--- config.mk ---
export PLATFORM = sky130hd
export DESIGN_NAME = uart_register_datagram_engine_core
export DESIGN_NICKNAME = d
export VERILOG_FILES = /design/src/sv/urde_pkg.sv /design/src/sv/urde_front.sv /design/src/sv/urde_rsp_queue.sv /design/src/sv/urde_exec.sv /design/src/sv/uart_register_datagram_engine_core.sv
export SDC_FILE = /design/constraint.sdc
export NUM_CORES = 1
export LEC_CHECK = 0
export BUFFER_PORTS_ARGS = -buffer_cell sky130_fd_sc_hd__buf_2
export CAP_MARGIN = 20
export CORE_MARGIN = 4
export CORE_UTILIZATION = 50
export DETAILED_ROUTE_END_ITERATION = 6
export GPL_ROUTABILITY_DRIVEN = 0
export PLACE_DENSITY_LB_ADDON = 0.12
export SYNTH_ARGS = -nofsm -noshare
export SYNTH_HDL_FRONTEND = slang
export SYNTH_SLANG_ARGS = --single-unit
--- constraint.sdc ---
create_clock -name clock -period 8.9 [get_ports clock]
set_clock_uncertainty 0.15 [all_clocks]
set_input_delay 1.78 -clock clock [delete_from_list [all_inputs] [get_ports clock]]
set_output_delay 1.78 -clock clock [all_outputs]
set_load 0.01 [all_outputs]
--- src/sv/urde_pkg.sv ---
// ----------------------------------------------------------------------------
// urde_pkg
// Shared types, codes and the CRC-8 step for the register datagram engine.
// ----------------------------------------------------------------------------
`default_nettype none

package urde_pkg;

   localparam logic [7:0] SYNC_BYTE   = 8'h05;
   localparam logic [7:0] MASTER_ADDR = 8'hFF;
   localparam logic [7:0] CRC_POLY    = 8'h07;
   localparam logic       WRITE_FLAG  = 1'b1;

   localparam logic [3:0] ECHO_READ   = 4'd4;
   localparam logic [3:0] ECHO_WRITE  = 4'd8;
   localparam logic [3:0] REPLY_SYNC  = 4'd4;
   localparam logic [3:0] REPLY_ADDR  = 4'd5;
   localparam logic [3:0] REPLY_REG   = 4'd6;
   localparam logic [3:0] REPLY_LAST  = 4'd11;

   localparam logic [2:0] WRITE_LAST_IDX = 3'd7;
   localparam logic [2:0] READ_LAST_IDX  = 3'd3;

   localparam int CMD_DEPTH = 4;
   localparam int RSP_DEPTH = 4;

   localparam logic [1:0] REQ_WRITE = 2'd0;
   localparam logic [1:0] REQ_READ  = 2'd1;
   localparam logic [1:0] REQ_RX    = 2'd2;

   localparam logic OUT_TX    = 1'b0;
   localparam logic OUT_REPLY = 1'b1;

   typedef enum logic [1:0] {
      CMD_WRITE = 2'd0,
      CMD_READ  = 2'd1,
      CMD_RX    = 2'd2
   } cmd_kind_type;

   typedef enum logic [1:0] {
      PH_IDLE  = 2'd0,
      PH_WECHO = 2'd1,
      PH_READ  = 2'd2
   } phase_type;

   typedef enum logic [2:0] {
      ST_OK         = 3'd0,
      ST_BAD_SYNC   = 3'd1,
      ST_BAD_MASTER = 3'd2,
      ST_BAD_REG    = 3'd3,
      ST_CRC        = 3'd4
   } status_type;

   typedef struct packed {
      logic [1:0]  req_type;
      logic [6:0]  reg_id;
      logic [31:0] write_data;
      logic [7:0]  rx_byte;
   } req_item_type;

   typedef struct packed {
      logic        out_kind;
      logic [7:0]  tx_byte;
      logic        last_byte;
      logic [2:0]  status;
      logic [31:0] read_value;
      logic        crc_error_flag;
   } rsp_item_type;

   typedef struct packed {
      cmd_kind_type kind;
      logic [6:0]   reg_id;
      logic [31:0]  write_data;
      logic [7:0]   rx_byte;
   } cmd_type;

   function automatic logic [7:0] crc8_feed(input logic [7:0] crc_i, input logic [7:0] b_i);
      logic [7:0] c;
      logic [7:0] b;
      logic       fb;
      c = crc_i;
      b = b_i;
      for (int k = 0; k < 8; k++) begin
         fb = c[7] ^ b[0];
         c  = {c[6:0], 1'b0};
         if (fb) begin
            c = c ^ CRC_POLY;
         end
         b = {1'b0, b[7:1]};
      end
      return c;
   endfunction

endpackage

`default_nettype wire

--- src/sv/urde_front.sv ---
// ----------------------------------------------------------------------------
// urde_front
// Classifies input items into commands, queues them, drops unknown types.
// ----------------------------------------------------------------------------
`default_nettype none

module urde_front (
   input  wire logic                  clock,
   input  wire logic                  reset,
   input  wire logic                  push,
   output logic                       full,
   input  wire urde_pkg::req_item_type req_data,
   output logic                       cmd_valid,
   output urde_pkg::cmd_type          cmd_head,
   input  wire logic                  cmd_pop
);

   localparam int PTR_W = $clog2(urde_pkg::CMD_DEPTH);
   localparam int CNT_W = $clog2(urde_pkg::CMD_DEPTH + 1);

   urde_pkg::cmd_type   mem_ff [urde_pkg::CMD_DEPTH];
   logic [PTR_W-1:0]    wr_ptr_ff, wr_ptr_in;
   logic [PTR_W-1:0]    rd_ptr_ff, rd_ptr_in;
   logic [CNT_W-1:0]    count_ff, count_in;
   urde_pkg::cmd_type   cmd_new;
   logic                keep;
   logic                do_wr;
   logic                do_rd;

   always_comb begin
      keep              = 1'b1;
      cmd_new.kind      = urde_pkg::CMD_RX;
      cmd_new.reg_id    = req_data.reg_id;
      cmd_new.write_data = req_data.write_data;
      cmd_new.rx_byte   = req_data.rx_byte;
      case (req_data.req_type)
         urde_pkg::REQ_WRITE: cmd_new.kind = urde_pkg::CMD_WRITE;
         urde_pkg::REQ_READ:  cmd_new.kind = urde_pkg::CMD_READ;
         urde_pkg::REQ_RX:    cmd_new.kind = urde_pkg::CMD_RX;
         default:             keep = 1'b0;
      endcase
   end

   assign full      = (count_ff == CNT_W'(urde_pkg::CMD_DEPTH));
   assign cmd_valid = (count_ff != '0);
   assign cmd_head  = mem_ff[rd_ptr_ff];
   assign do_wr     = push && !full && keep;
   assign do_rd     = cmd_pop && cmd_valid;

   always_comb begin
      wr_ptr_in = do_wr ? wr_ptr_ff + PTR_W'(1) : wr_ptr_ff;
      rd_ptr_in = do_rd ? rd_ptr_ff + PTR_W'(1) : rd_ptr_ff;
      count_in  = count_ff;
      if (do_wr && !do_rd) begin
         count_in = count_ff + CNT_W'(1);
      end else if (do_rd && !do_wr) begin
         count_in = count_ff - CNT_W'(1);
      end
   end

   always_ff @(posedge clock) begin
      if (reset) begin
         wr_ptr_ff <= '0;
         rd_ptr_ff <= '0;
         count_ff  <= '0;
      end else begin
         wr_ptr_ff <= wr_ptr_in;
         rd_ptr_ff <= rd_ptr_in;
         count_ff  <= count_in;
      end
   end

   always_ff @(posedge clock) begin
      if (do_wr) begin
         mem_ff[wr_ptr_ff] <= cmd_new;
      end
   end

endmodule

`default_nettype wire

--- src/sv/urde_rsp_queue.sv ---
// ----------------------------------------------------------------------------
// urde_rsp_queue
// Result queue between the executor and the result port.
// ----------------------------------------------------------------------------
`default_nettype none

module urde_rsp_queue (
   input  wire logic                   clock,
   input  wire logic                   reset,
   input  wire logic                   wr_en,
   input  wire urde_pkg::rsp_item_type wr_data,
   output logic                        q_full,
   output logic                        empty,
   output urde_pkg::rsp_item_type      rsp_data,
   input  wire logic                   pop
);

   localparam int PTR_W = $clog2(urde_pkg::RSP_DEPTH);
   localparam int CNT_W = $clog2(urde_pkg::RSP_DEPTH + 1);

   urde_pkg::rsp_item_type mem_ff [urde_pkg::RSP_DEPTH];
   logic [PTR_W-1:0]       wr_ptr_ff, wr_ptr_in;
   logic [PTR_W-1:0]       rd_ptr_ff, rd_ptr_in;
   logic [CNT_W-1:0]       count_ff, count_in;
   logic                   do_wr;
   logic                   do_rd;

   assign q_full   = (count_ff == CNT_W'(urde_pkg::RSP_DEPTH));
   assign empty    = (count_ff == '0);
   assign rsp_data = mem_ff[rd_ptr_ff];
   assign do_wr    = wr_en && !q_full;
   assign do_rd    = pop && !empty;

   always_comb begin
      wr_ptr_in = do_wr ? wr_ptr_ff + PTR_W'(1) : wr_ptr_ff;
      rd_ptr_in = do_rd ? rd_ptr_ff + PTR_W'(1) : rd_ptr_ff;
      count_in  = count_ff;
      if (do_wr && !do_rd) begin
         count_in = count_ff + CNT_W'(1);
      end else if (do_rd && !do_wr) begin
         count_in = count_ff - CNT_W'(1);
      end
   end

   always_ff @(posedge clock) begin
      if (reset) begin
         wr_ptr_ff <= '0;
         rd_ptr_ff <= '0;
         count_ff  <= '0;
      end else begin
         wr_ptr_ff <= wr_ptr_in;
         rd_ptr_ff <= rd_ptr_in;
         count_ff  <= count_in;
      end
   end

   always_ff @(posedge clock) begin
      if (do_wr) begin
         mem_ff[wr_ptr_ff] <= wr_data;
      end
   end

endmodule

`default_nettype wire

--- src/sv/urde_exec.sv ---
// ----------------------------------------------------------------------------
// urde_exec
// Executes queued commands: serializes request datagrams with CRC-8 and
// tracks echo and reply reception.
// ----------------------------------------------------------------------------
`default_nettype none

module urde_exec (
   input  wire logic              clock,
   input  wire logic              reset,
   input  wire logic              valid,
   output logic                   ready,
   input  wire logic [7:0]        csr_wdata,
   input  wire logic              cmd_valid,
   input  wire urde_pkg::cmd_type cmd_head,
   output logic                   cmd_pop,
   input  wire logic              rsp_full,
   output logic                   rsp_push,
   output urde_pkg::rsp_item_type rsp_item
);

   logic [7:0]            node_ff;
   logic [2:0]            idx_ff, idx_in;
   logic [7:0]            tcrc_ff, tcrc_in;
   urde_pkg::phase_type   phase_ff, phase_in;
   logic [3:0]            count_ff, count_in;
   logic [7:0]            rcrc_ff, rcrc_in;
   logic [6:0]            pend_ff, pend_in;
   logic [31:0]           value_ff, value_in;
   urde_pkg::status_type  ferr_ff, ferr_in;
   logic                  sticky_ff, sticky_in;
   logic                  is_write;
   logic                  is_last;
   logic [7:0]            tx_sel;
   logic [7:0]            rx;

   assign ready    = 1'b1;
   assign is_write = (cmd_head.kind == urde_pkg::CMD_WRITE);
   assign is_last  = is_write ? (idx_ff == urde_pkg::WRITE_LAST_IDX)
                              : (idx_ff == urde_pkg::READ_LAST_IDX);
   assign rx       = cmd_head.rx_byte;

   always_comb begin
      tx_sel = tcrc_ff;
      if (!is_last) begin
         case (idx_ff)
            3'd0:    tx_sel = urde_pkg::SYNC_BYTE;
            3'd1:    tx_sel = node_ff;
            3'd2:    tx_sel = {is_write & urde_pkg::WRITE_FLAG, cmd_head.reg_id};
            3'd3:    tx_sel = cmd_head.write_data[31:24];
            3'd4:    tx_sel = cmd_head.write_data[23:16];
            3'd5:    tx_sel = cmd_head.write_data[15:8];
            3'd6:    tx_sel = cmd_head.write_data[7:0];
            default: tx_sel = tcrc_ff;
         endcase
      end
   end

   always_comb begin
      idx_in    = idx_ff;
      tcrc_in   = tcrc_ff;
      phase_in  = phase_ff;
      count_in  = count_ff;
      rcrc_in   = rcrc_ff;
      pend_in   = pend_ff;
      value_in  = value_ff;
      ferr_in   = ferr_ff;
      sticky_in = sticky_ff;
      cmd_pop   = 1'b0;
      rsp_push  = 1'b0;
      rsp_item  = '0;
      if (cmd_valid && !rsp_full) begin
         case (cmd_head.kind)
            urde_pkg::CMD_WRITE, urde_pkg::CMD_READ: begin
               rsp_push                = 1'b1;
               rsp_item.out_kind       = urde_pkg::OUT_TX;
               rsp_item.tx_byte        = tx_sel;
               rsp_item.last_byte      = is_last;
               rsp_item.crc_error_flag = sticky_ff;
               if (is_last) begin
                  cmd_pop  = 1'b1;
                  idx_in   = '0;
                  tcrc_in  = '0;
                  phase_in = is_write ? urde_pkg::PH_WECHO : urde_pkg::PH_READ;
                  count_in = '0;
                  rcrc_in  = '0;
                  value_in = '0;
                  ferr_in  = urde_pkg::ST_OK;
                  pend_in  = cmd_head.reg_id;
               end else begin
                  idx_in  = idx_ff + 3'd1;
                  tcrc_in = urde_pkg::crc8_feed(tcrc_ff, tx_sel);
               end
            end
            urde_pkg::CMD_RX: begin
               cmd_pop = 1'b1;
               case (phase_ff)
                  urde_pkg::PH_WECHO: begin
                     count_in = count_ff + 4'd1;
                     if (count_in >= urde_pkg::ECHO_WRITE) begin
                        phase_in = urde_pkg::PH_IDLE;
                        count_in = '0;
                     end
                  end
                  urde_pkg::PH_READ: begin
                     if (count_ff < urde_pkg::ECHO_READ) begin
                        count_in = count_ff + 4'd1;
                     end else if (count_ff < urde_pkg::REPLY_LAST) begin
                        if (ferr_ff == urde_pkg::ST_OK) begin
                           if (count_ff == urde_pkg::REPLY_SYNC && rx != urde_pkg::SYNC_BYTE) begin
                              ferr_in = urde_pkg::ST_BAD_SYNC;
                           end
                           if (count_ff == urde_pkg::REPLY_ADDR &&
                               rx != urde_pkg::MASTER_ADDR) begin
                              ferr_in = urde_pkg::ST_BAD_MASTER;
                           end
                           if (count_ff == urde_pkg::REPLY_REG && rx != {1'b0, pend_ff}) begin
                              ferr_in = urde_pkg::ST_BAD_REG;
                           end
                        end
                        if (count_ff > urde_pkg::REPLY_REG) begin
                           value_in = {value_ff[23:0], rx};
                        end
                        rcrc_in  = urde_pkg::crc8_feed(rcrc_ff, rx);
                        count_in = count_ff + 4'd1;
                     end else begin
                        rsp_push          = 1'b1;
                        rsp_item.out_kind = urde_pkg::OUT_REPLY;
                        rsp_item.status   = ferr_ff;
                        if (ferr_ff == urde_pkg::ST_OK) begin
                           if (rx != rcrc_ff) begin
                              rsp_item.status = urde_pkg::ST_CRC;
                              sticky_in       = 1'b1;
                           end else begin
                              sticky_in           = 1'b0;
                              rsp_item.read_value = value_ff;
                           end
                        end
                        rsp_item.crc_error_flag = sticky_in;
                        phase_in = urde_pkg::PH_IDLE;
                        count_in = '0;
                        rcrc_in  = '0;
                        value_in = '0;
                        ferr_in  = urde_pkg::ST_OK;
                     end
                  end
                  default: begin
                     phase_in = phase_ff;
                  end
               endcase
            end
            default: begin
               cmd_pop = 1'b1;
            end
         endcase
      end
   end

   always_ff @(posedge clock) begin
      if (reset) begin
         node_ff   <= '0;
         idx_ff    <= '0;
         tcrc_ff   <= '0;
         phase_ff  <= urde_pkg::PH_IDLE;
         count_ff  <= '0;
         rcrc_ff   <= '0;
         pend_ff   <= '0;
         value_ff  <= '0;
         ferr_ff   <= urde_pkg::ST_OK;
         sticky_ff <= 1'b0;
      end else begin
         if (valid) begin
            node_ff <= csr_wdata;
         end
         idx_ff    <= idx_in;
         tcrc_ff   <= tcrc_in;
         phase_ff  <= phase_in;
         count_ff  <= count_in;
         rcrc_ff   <= rcrc_in;
         pend_ff   <= pend_in;
         value_ff  <= value_in;
         ferr_ff   <= ferr_in;
         sticky_ff <= sticky_in;
      end
   end

endmodule

`default_nettype wire

--- src/sv/uart_register_datagram_engine_core.sv ---
// ----------------------------------------------------------------------------
// uart_register_datagram_engine_core
// Items are registered in the command queue, their results in the result queue.
// The executor emits one datagram byte per cycle while the result queue has room:
// 8 bytes for a write request, 4 for a read; line bytes are consumed the same way.
// Reset: synchronous; empties both queues, returns to idle, clears node address,
// reception state and the sticky CRC error flag.
// ----------------------------------------------------------------------------
`default_nettype none

module uart_register_datagram_engine_core (
   input  wire logic                   clock,
   input  wire logic                   reset,
   input  wire logic                   push,
   output logic                        full,
   input  wire urde_pkg::req_item_type req_data,
   output logic                        empty,
   input  wire logic                   pop,
   output urde_pkg::rsp_item_type      rsp_data,
   input  wire logic                   valid,
   output logic                        ready,
   input  wire logic [7:0]             csr_wdata
);

   logic                   cmd_valid;
   urde_pkg::cmd_type      cmd_head;
   logic                   cmd_pop;
   logic                   rsp_full;
   logic                   rsp_push;
   urde_pkg::rsp_item_type rsp_item;

   urde_front u_front (
      .clock     (clock),
      .reset     (reset),
      .push      (push),
      .full      (full),
      .req_data  (req_data),
      .cmd_valid (cmd_valid),
      .cmd_head  (cmd_head),
      .cmd_pop   (cmd_pop)
   );

   urde_exec u_exec (
      .clock     (clock),
      .reset     (reset),
      .valid     (valid),
      .ready     (ready),
      .csr_wdata (csr_wdata),
      .cmd_valid (cmd_valid),
      .cmd_head  (cmd_head),
      .cmd_pop   (cmd_pop),
      .rsp_full  (rsp_full),
      .rsp_push  (rsp_push),
      .rsp_item  (rsp_item)
   );

   urde_rsp_queue u_rsp_queue (
      .clock    (clock),
      .reset    (reset),
      .wr_en    (rsp_push),
      .wr_data  (rsp_item),
      .q_full   (rsp_full),
      .empty    (empty),
      .rsp_data (rsp_data),
      .pop      (pop)
   );

endmodule

`default_nettype wire
After elaboration in Yosys (flattened, before gate mapping) --
Memory sizes are Yosys's and may differ from the RTL's. A register that Yosys moved wholly into a read port is not among the register bits. Index checks and enable logic that the tools add are counted.
Word-level totals: memories kept 2, bits in writable memories 380, flip-flop bits (word level) 90, bits of input ports 62, output and inout port bits 49, logic and storage cells 282
Operators by class: add/sub/neg operators 10, eq/ne operators 32, reduce and logical (&&, ||, !) cells 39, muxes and demuxes 145, bitwise logic cells 34, $lt $le $gt $ge 4
Memories:
- u_front.mem_ff | words 4, width 49, rd ports 1, clocked after Yosys merged registers in 1, write ports 1, RTL line urde_front.sv:21 | urde_pkg::cmd_type mem_ff [urde_pkg::CMD_DEPTH];
- u_rsp_queue.mem_ff | words 4, width 46, rd ports 1, clocked after Yosys merged registers in 1, write ports 1, RTL line urde_rsp_queue.sv:21 | urde_pkg::rsp_item_type mem_ff [urde_pkg::RSP_DEPTH];
Operators with widths (number):
- $mux W8 | 62
- $mux W32 | 6
- $mux W36 | 3
- $mux W3 | 30
- $mux W35 | 2
- $pmux W32 S2 | 1
- $pmux W8 S7 | 1
- $not A3 Y3 | 16
- $mux W46 | 1
- $eq A3 B3 Y1 const B | 6
- $mux W2 | 9
- $mux W1 | 16
- $mux W4 | 4
- $pmux W4 S2 | 2
- $pmux W8 S2 | 1
- $xor A1 B1 Y1 | 16
- $ne A3 B3 Y1 const B | 5
- $reduce_and A7 Y1 | 2
- $logic_and A1 B1 Y1 | 13
- $eq A4 B3 Y1 const B | 3
- $pmux W2 S2 | 3
- $reduce_and A5 Y1 | 2
- $add A3 B1 Y3 const B | 3
- $logic_not A3 Y1 | 3
- 33 further kinds | 54

Depth between registers and ports, before layout --
Gate-level depths: netlist of run 1.
word-level depth 55, mapped depth 14, mapped depth without buffers 12

Hierarchy --
Synthesis of run 1 repeated with hierarchy kept, for this count alone.
Unflattened totals: cells, all modules 1151, area total of the unflattened synthesis 19358.6 µm²
By module, submodules not included:
- urde_front | cells an instance 306, times used 1, area each 7584.8 µm²
- urde_rsp_queue | cells an instance 288, times used 1, area each 7164.4 µm²
- urde_exec | cells an instance 557, times used 1, area each 4609.4 µm²

Worst setup path before layout of run 1 --
OpenSTA, ideal clock, no wires.
kind reg2reg, start register with a tool-made name, end memory u_rsp_queue.mem_ff[0][0] (netlist bit) (enable), stages on the path, launching flop included 8, library setup time 0.455 ns, slack 4.168 ns, period minus slack after synthesis 4.732 ns, data arrival time 4.127 ns, cell sequence dfxtp_1 > buf_6 > mux4_2 > nor2b_1 > nand2_1 > nor3_1 > nor2_1 > nor2b_1
RTL lines (RTL line):
- to (decl) | urde_rsp_queue.sv:21

==> out/summary.txt, run 1 <==
global-route wire length before repair: 60.1 mm
Die Wd: 203 µm
worst hold stages: 2
syn nets: 1238
drt first pass iters: 5
Worst slew margin: 29.2%
post-CTS sizing: 0
Final nets: 1353
Syn. warnings: 0
WL per Instance: 21.1 µm
r2r endpoint: u_rsp_queue.count_ff[2]
commonest non-fill, non-tap cell in the layout: edfxtp_1
Setup crit start kind: flip-flop
cts-stage hold buffer count: 0
Die H: 203 µm
clk_lat worst skew: 0.56 ns
maximum vdd ir drop: 182 µV
Worst Tran Pin Value: 1.06 ns
share of layout cells above drive strength 1: 23.7%
Cell Area, Placed: 20100 µm²
Required @ worst endpoint: 9.22 ns
Tmin final: 5.26 ns
Clk pwr share: 31.5%
1st-iter DRT viols: 644
Sequential Power Share: 44.6%
final hold slack: 0.317 ns
reg-to-reg slack, setup: 3.64 ns
Critical Path, Cell by Cell: buf_4 -> mux4_2 -> nor2b_1 -> nand2_1 -> nor3_1 -> nor2_1 -> inv_1 -> ha_1 -> inv_1 -> fa_1 -> xor2_1 -> or3_1 -> a21oi_1
area grow syn2layout: 14.0%
CTS H-Tree Depth: 2
Root Driver: clkbuf_16
Layout fillers: 2943
CP peak stage delay: 0.71 ns
post-CTS setup buffer count: 0
gr usage total: 18.8%
fmax: 0.190 GHz
Cell Count, Final, Fillers Out: 1818
multi-input logic area: 5440 µm²
Hold Path Sink: u_exec.pend_ff[0]
final WL: 38.3 mm
Final TNS setup: 0 ns
Synth Flop Type: edfxtp_1
register area: 13300 µm²
cell mode on critical path: inv_1
row cnt: 71
Distinct cells, synth: 59
path depth of the worst reg2reg path: 13
Power Dens Cells: 289 nW/µm²
CTS Buf Count: 48
clk sinks: 473
total number of vias: 10000
placed insts: 1730
DR DRC count: 0
Pleak: 0.00710 µW
Post-Syn Area: 19000 µm²
initial antenna violation count: 3
Final Max Slew Viols: 0
critical path peak fanout: 36
die area: 41200 µm²
Comb power frac: 23.9%
Post-Syn Instances: 1155
kind of critical path: flip-flop to flip-flop
setup violators final: 0
Avg Inst Size Synth: 16.5 µm²
clock buffer depth: 3
TritonCTS clock tree: built
number of global-route vias before repair: 10400
Hold Path Origin: u_exec.pend_ff[0]
dpl hpwl: 23.1 mm
EDFF count, synth: 380
Pint: 4530 µW
drt via density: 5.51
Final period util: 59.2%
Congestion Overflow GR: 0
Setup crit end kind: flip-flop
switching part of the total power: 27.5%
Routed Antenna Nets: 0
Net Sw Power: 1720 µW
Max-Cap Viols: 0
fraction of registers with async set or reset after synthesis: 0%
Seq/Total Area, Yosys: 69.8%
final hold vios: 0
WP data arrival: 5.58 ns
port bufs: 109
Clk pin slew, worst setup/hold paths: 0.06 ns
Hold Crit Class: flip-flop to flip-flop
status: complete, no violations
Core ar.: 37600 µm²
most frequent cells in the layout: edfxtp_1 (380), buf_2 (109), nor2_1 (98)
Initial Utilization: 50.6%
largest net degree at the start of global routing: 93
Final Instance Area: 21700 µm²
RSZ-0062 raised after global routing: no
Synth Register Bits: 473
Ports: 111
critical path's slowest cell: nor3_1
[synthesized netlist by cell type, types with 10 or more instances]
cell	number	area, µm²
edfxtp_1	380	11400
nor2_1	98	368
dfxtp_1	93	1860
mux4_2	86	1940
xnor2_1	45	394
clkbuf_1	44	165
and2_1	43	269
nand2_1	43	161
a21oi_1	41	205
a22oi_1	37	278
mux2i_1	31	310
o21ai_0	22	110
ha_1	19	238
xor2_1	19	166
inv_1	18	67.6
nor3_1	16	80.1
mux2_2	10	113
[cell type report]
cell class / count / area share [%]
sequential: 473 / 61.3
multi-input combinational: 601 / 25.1
clock buffer: 67 / 6.15
timing repair buffer: 126 / 3.20
tap: 511 / 2.95
clock inverter: 19 / 0.998
inverter: 20 / 0.346
antenna: 1 / 0.0115
[per-layer routing]
metal | GRT usage [%] | part of all wire [%] | vias up
met4 | 5.43 | 1.9 | 4
met3 | 3.29 | 4.6 | 53
li1 | - | - | 4671
met1 | 25.7 | 43 | 5085
met5 | 0 | 0.070 | -
met2 | 31.3 | 50 | 207
[how the worst max path moves through the flow]
stage	endpoint	slack, ns	cells past startpoint
floorplan	u_rsp_queue.mem_ff[0][0]	4.17	7
finish	u_rsp_queue.count_ff[2]	3.64	13
global placement	u_rsp_queue.count_ff[2]	3.63	13
CTS	u_rsp_queue.count_ff[2]	3.54	13
global route	u_rsp_queue.count_ff[2]	3.09	13
detailed placement	u_rsp_queue.count_ff[2]	3.59	13
[registers in the layout, summed over array words and instances, names as in the netlist, named ones only]
| signal | count |
|---|---|
| u_exec.value_ff | 32 |
| u_front.rd_ptr_ff | 2 |
| u_exec.idx_ff | 3 |
| u_exec.sticky_ff | 1 |
| u_front.wr_ptr_ff | 2 |
| u_front.mem_ff | 196 |
| u_exec.node_ff | 8 |
| u_rsp_queue.mem_ff | 184 |
| u_rsp_queue.count_ff | 3 |
| u_exec.pend_ff | 7 |
| u_rsp_queue.wr_ptr_ff | 2 |
| u_exec.count_ff | 4 |
| u_exec.tcrc_ff | 8 |
| u_exec.rcrc_ff | 8 |
| u_exec.ferr_ff | 2 |
| u_front.count_ff | 3 |
| u_rsp_queue.rd_ptr_ff | 2 |
| u_exec.phase_ff | 2 |
[critical path, delay by kind of cell, from the launching register on]
family / cells / cell delay [ns]
AND/OR/NAND/NOR: 5 / 1.80
buffers and inverters: 3 / 0.87
multiplexers: 1 / 0.69
flip-flops: 1 / 0.64
adder cells (fa/ha/maj): 2 / 0.62
XOR/XNOR: 1 / 0.17
AO/OA/AOI/OAI: 1 / 0.16
[power groups by stage]
stage | Clock [µW] | Sequential, µW | Combinational [µW]
after floorplan | 0 | 2750 | 1140
after detailed placement | 0 | 2850 | 1520
final | 1970 | 2790 | 1500
after CTS | 2020 | 2800 | 1530
after global routing | 2110 | 2830 | 1630
after global placement | 0 | 2830 | 1510
[through the flow]
stage | utilization, % | setup slack, ns | power, µW
2_1_floorplan | - | 4.17 | 3890
3_3_place_gp | 53.5 | 3.63 | 4350
3_5_place_dp | 53.5 | 3.59 | 4360
4_1_cts | 57.6 | 3.54 | 6350
5_1_grt | 57.7 | 3.09 | 6580
6_report | 57.7 | 3.64 | 6260
[kinds of logic (layout without fill, tap and decap cells)]
| kind of cell | Yosys count | in the layout | synth area share (%) |
|---|---|---|---|
| and+or+nand+nor | 247 | 247 | 6.28 |
| other | 1 | 2 | 0.0197 |
| adders and majority gates | 21 | 21 | 1.46 |
| muxes | 128 | 128 | 12.5 |
| xor gates and xnor gates | 68 | 68 | 3.42 |
| buffers and inverters | 81 | 232 | 1.85 |
| AOI/OAI and AO/OA | 136 | 136 | 4.63 |
| DFF | 473 | 473 | 69.8 |
Power figures use the tool's default switching activity.
==> inputs of run 2 (changes only) <==
clock period = 5.2 ns   (was 8.9 ns; I/O delays follow)
==> out/summary.txt, run 2 (same netlist as run 1, synthesis figures left out) <==
status: complete, no violations
largest registers: u_front.mem_ff (196), u_rsp_queue.mem_ff (184), u_exec.value_ff (32)
1st-iter DRT viols: 750
Congestion Overflow GR: 0
routed wl met3: 1.79 mm
kind of critical path: flip-flop to flip-flop
Die H: 203 µm
Setup crit start kind: flip-flop
Worst slew margin: 25.0%
Antenna diodes: 0
drt first pass iters: 5
row cnt: 71
Largest register FFs: 196
Ports: 111
Pleak: 0.00712 µW
DP Worst Slack: 1.18 ns
Final Instance Area: 21700 µm²
DR top layer: met5
critical path peak fanout: 17
share of layout cells above drive strength 1: 24.3%
Final period util: 78.7%
port bufs: 109
clock buffer depth: 3
CP peak stage delay: 0.71 ns
RSZ-0062 raised after global routing: no
final hold slack: 0.320 ns
Routed Antenna Nets: 0
DR DRC count: 0
Required @ worst endpoint: 5.53 ns
clk_lat worst skew: 0.58 ns
Final nets: 1360
Die Wd: 203 µm
Max-Cap Viols: 0
Cell Count, Final, Fillers Out: 1826
Met2 Wirelength: 18.8 mm
post-CTS setup buffer count: 0
gr usage total: 18.5%
die area: 41200 µm²
Layout fillers: 2911
WL per Instance: 20.7 µm
final hold vios: 0
global-route wire length before repair: 59.3 mm
Core ar.: 37600 µm²
fmax: 0.244 GHz
DRT met1 WL: 16.6 mm
placed insts: 1738
critical path's slowest cell: dfxtp_1
final WL: 37.9 mm
final worst slack: 1.11 ns
Root Driver: clkbuf_16
commonest non-fill, non-tap cell in the layout: edfxtp_1
Clk pin slew, worst setup/hold paths: 0.06 ns
area grow syn2layout: 14.2%
Setup crit end kind: flip-flop
most frequent cells in the layout: edfxtp_1 (380), buf_2 (109), nor2_1 (98)
maximum vdd ir drop: 294 µV
Worst Tran Pin Value: 1.12 ns
multi-input logic area: 5440 µm²
cts-stage hold buffer count: 0
Cell Area, Placed: 20200 µm²
register area: 13300 µm²
post-CTS sizing: 0
WP data arrival: 4.43 ns
largest net degree at the start of global routing: 58
initial antenna violation count: 3
Top reg by flops: u_front.mem_ff
Final TNS setup: 0 ns
Power Dens Cells: 492 nW/µm²
drt via density: 5.47
CTS H-Tree Depth: 2
CTS Buf Count: 48
Initial Utilization: 50.6%
total number of vias: 9984
Hold Crit Class: flip-flop to flip-flop
setup violators final: 0
dpl hpwl: 24.3 mm
Final Max Slew Viols: 0
number of global-route vias before repair: 10200
clk sinks: 473
Critical Path, Cell by Cell: clkinv_1 -> ha_1 -> nor4_1 -> a211o_1 -> mux2i_1 -> xor2_1 -> xnor3_1 -> xnor2_1 -> or3_1 -> a31oi_1
Tmin final: 4.09 ns
TritonCTS clock tree: built
-- run 2: changes by cell type in the layout (fill, tap and decap cells not counted), sizes merged --
cell    previous run  this run
buf              126       133
diode              1         0
bufinv             5         4
clkbuf            67        64
clkinv            14        18
inv               18        20
-- run 2: layout make-up --
| class | count | area share [%] |
|---|---|---|
| Clock buffer | 64 | 5.95 |
| Timing Repair Buffer | 133 | 3.34 |
| Tap cell | 511 | 2.95 |
| Multi-Input combinational cell | 601 | 25.1 |
| Sequential cell | 473 | 61.2 |
| Clock inverter | 24 | 1.16 |
| Inverter | 20 | 0.346 |
-- run 2: worst paths after layout --
check | startpoint | to | slack, ns | cells past startpoint
hold / removal | u_exec.pend_ff[1] | u_exec.pend_ff[1] | 0.32 | 2
hold reg to reg | u_exec.pend_ff[1] | u_exec.pend_ff[1] | 0.32 | 2
setup reg to reg | u_exec.idx_ff[2] | u_exec.tcrc_ff[4] | 1.11 | 10
setup / recovery | u_exec.idx_ff[2] | u_exec.tcrc_ff[4] | 1.11 | 10
-- run 2: through the flow --
step	util, %	power (µW)
after floorplan	-	6660
after global placement	53.7	7450
after detailed placement	53.7	7470
after CTS	57.8	10800
after global routing	57.8	11200
final	57.8	10700
-- run 2: where the power goes --
group / switching, µW / leakage [µW] / internal (µW)
Clock: 1390 / 0.000744 / 1950
Combinational: 1340 / 0.00227 / 1220
Sequential: 248 / 0.00411 / 4530
-- run 2: worst max-delay path: cells and delay by family (launching register included) --
| kind | cells | cell delay (ns) |
|---|---|---|
| mux | 1 | 0.42 |
| compound gates | 2 | 0.63 |
| buf+inv | 1 | 0.41 |
| fa+ha+maj | 1 | 0.48 |
| simple gates | 2 | 0.57 |
| xor+xnor | 3 | 0.61 |
| flops | 1 | 0.71 |
-- run 2: routing by layer --
metal  up-vias  track usage (%)
li1       4674                -
met1      5035             25.4
met2       206             30.9
met3        63             3.48
met4         6             5.04
met5         -                0
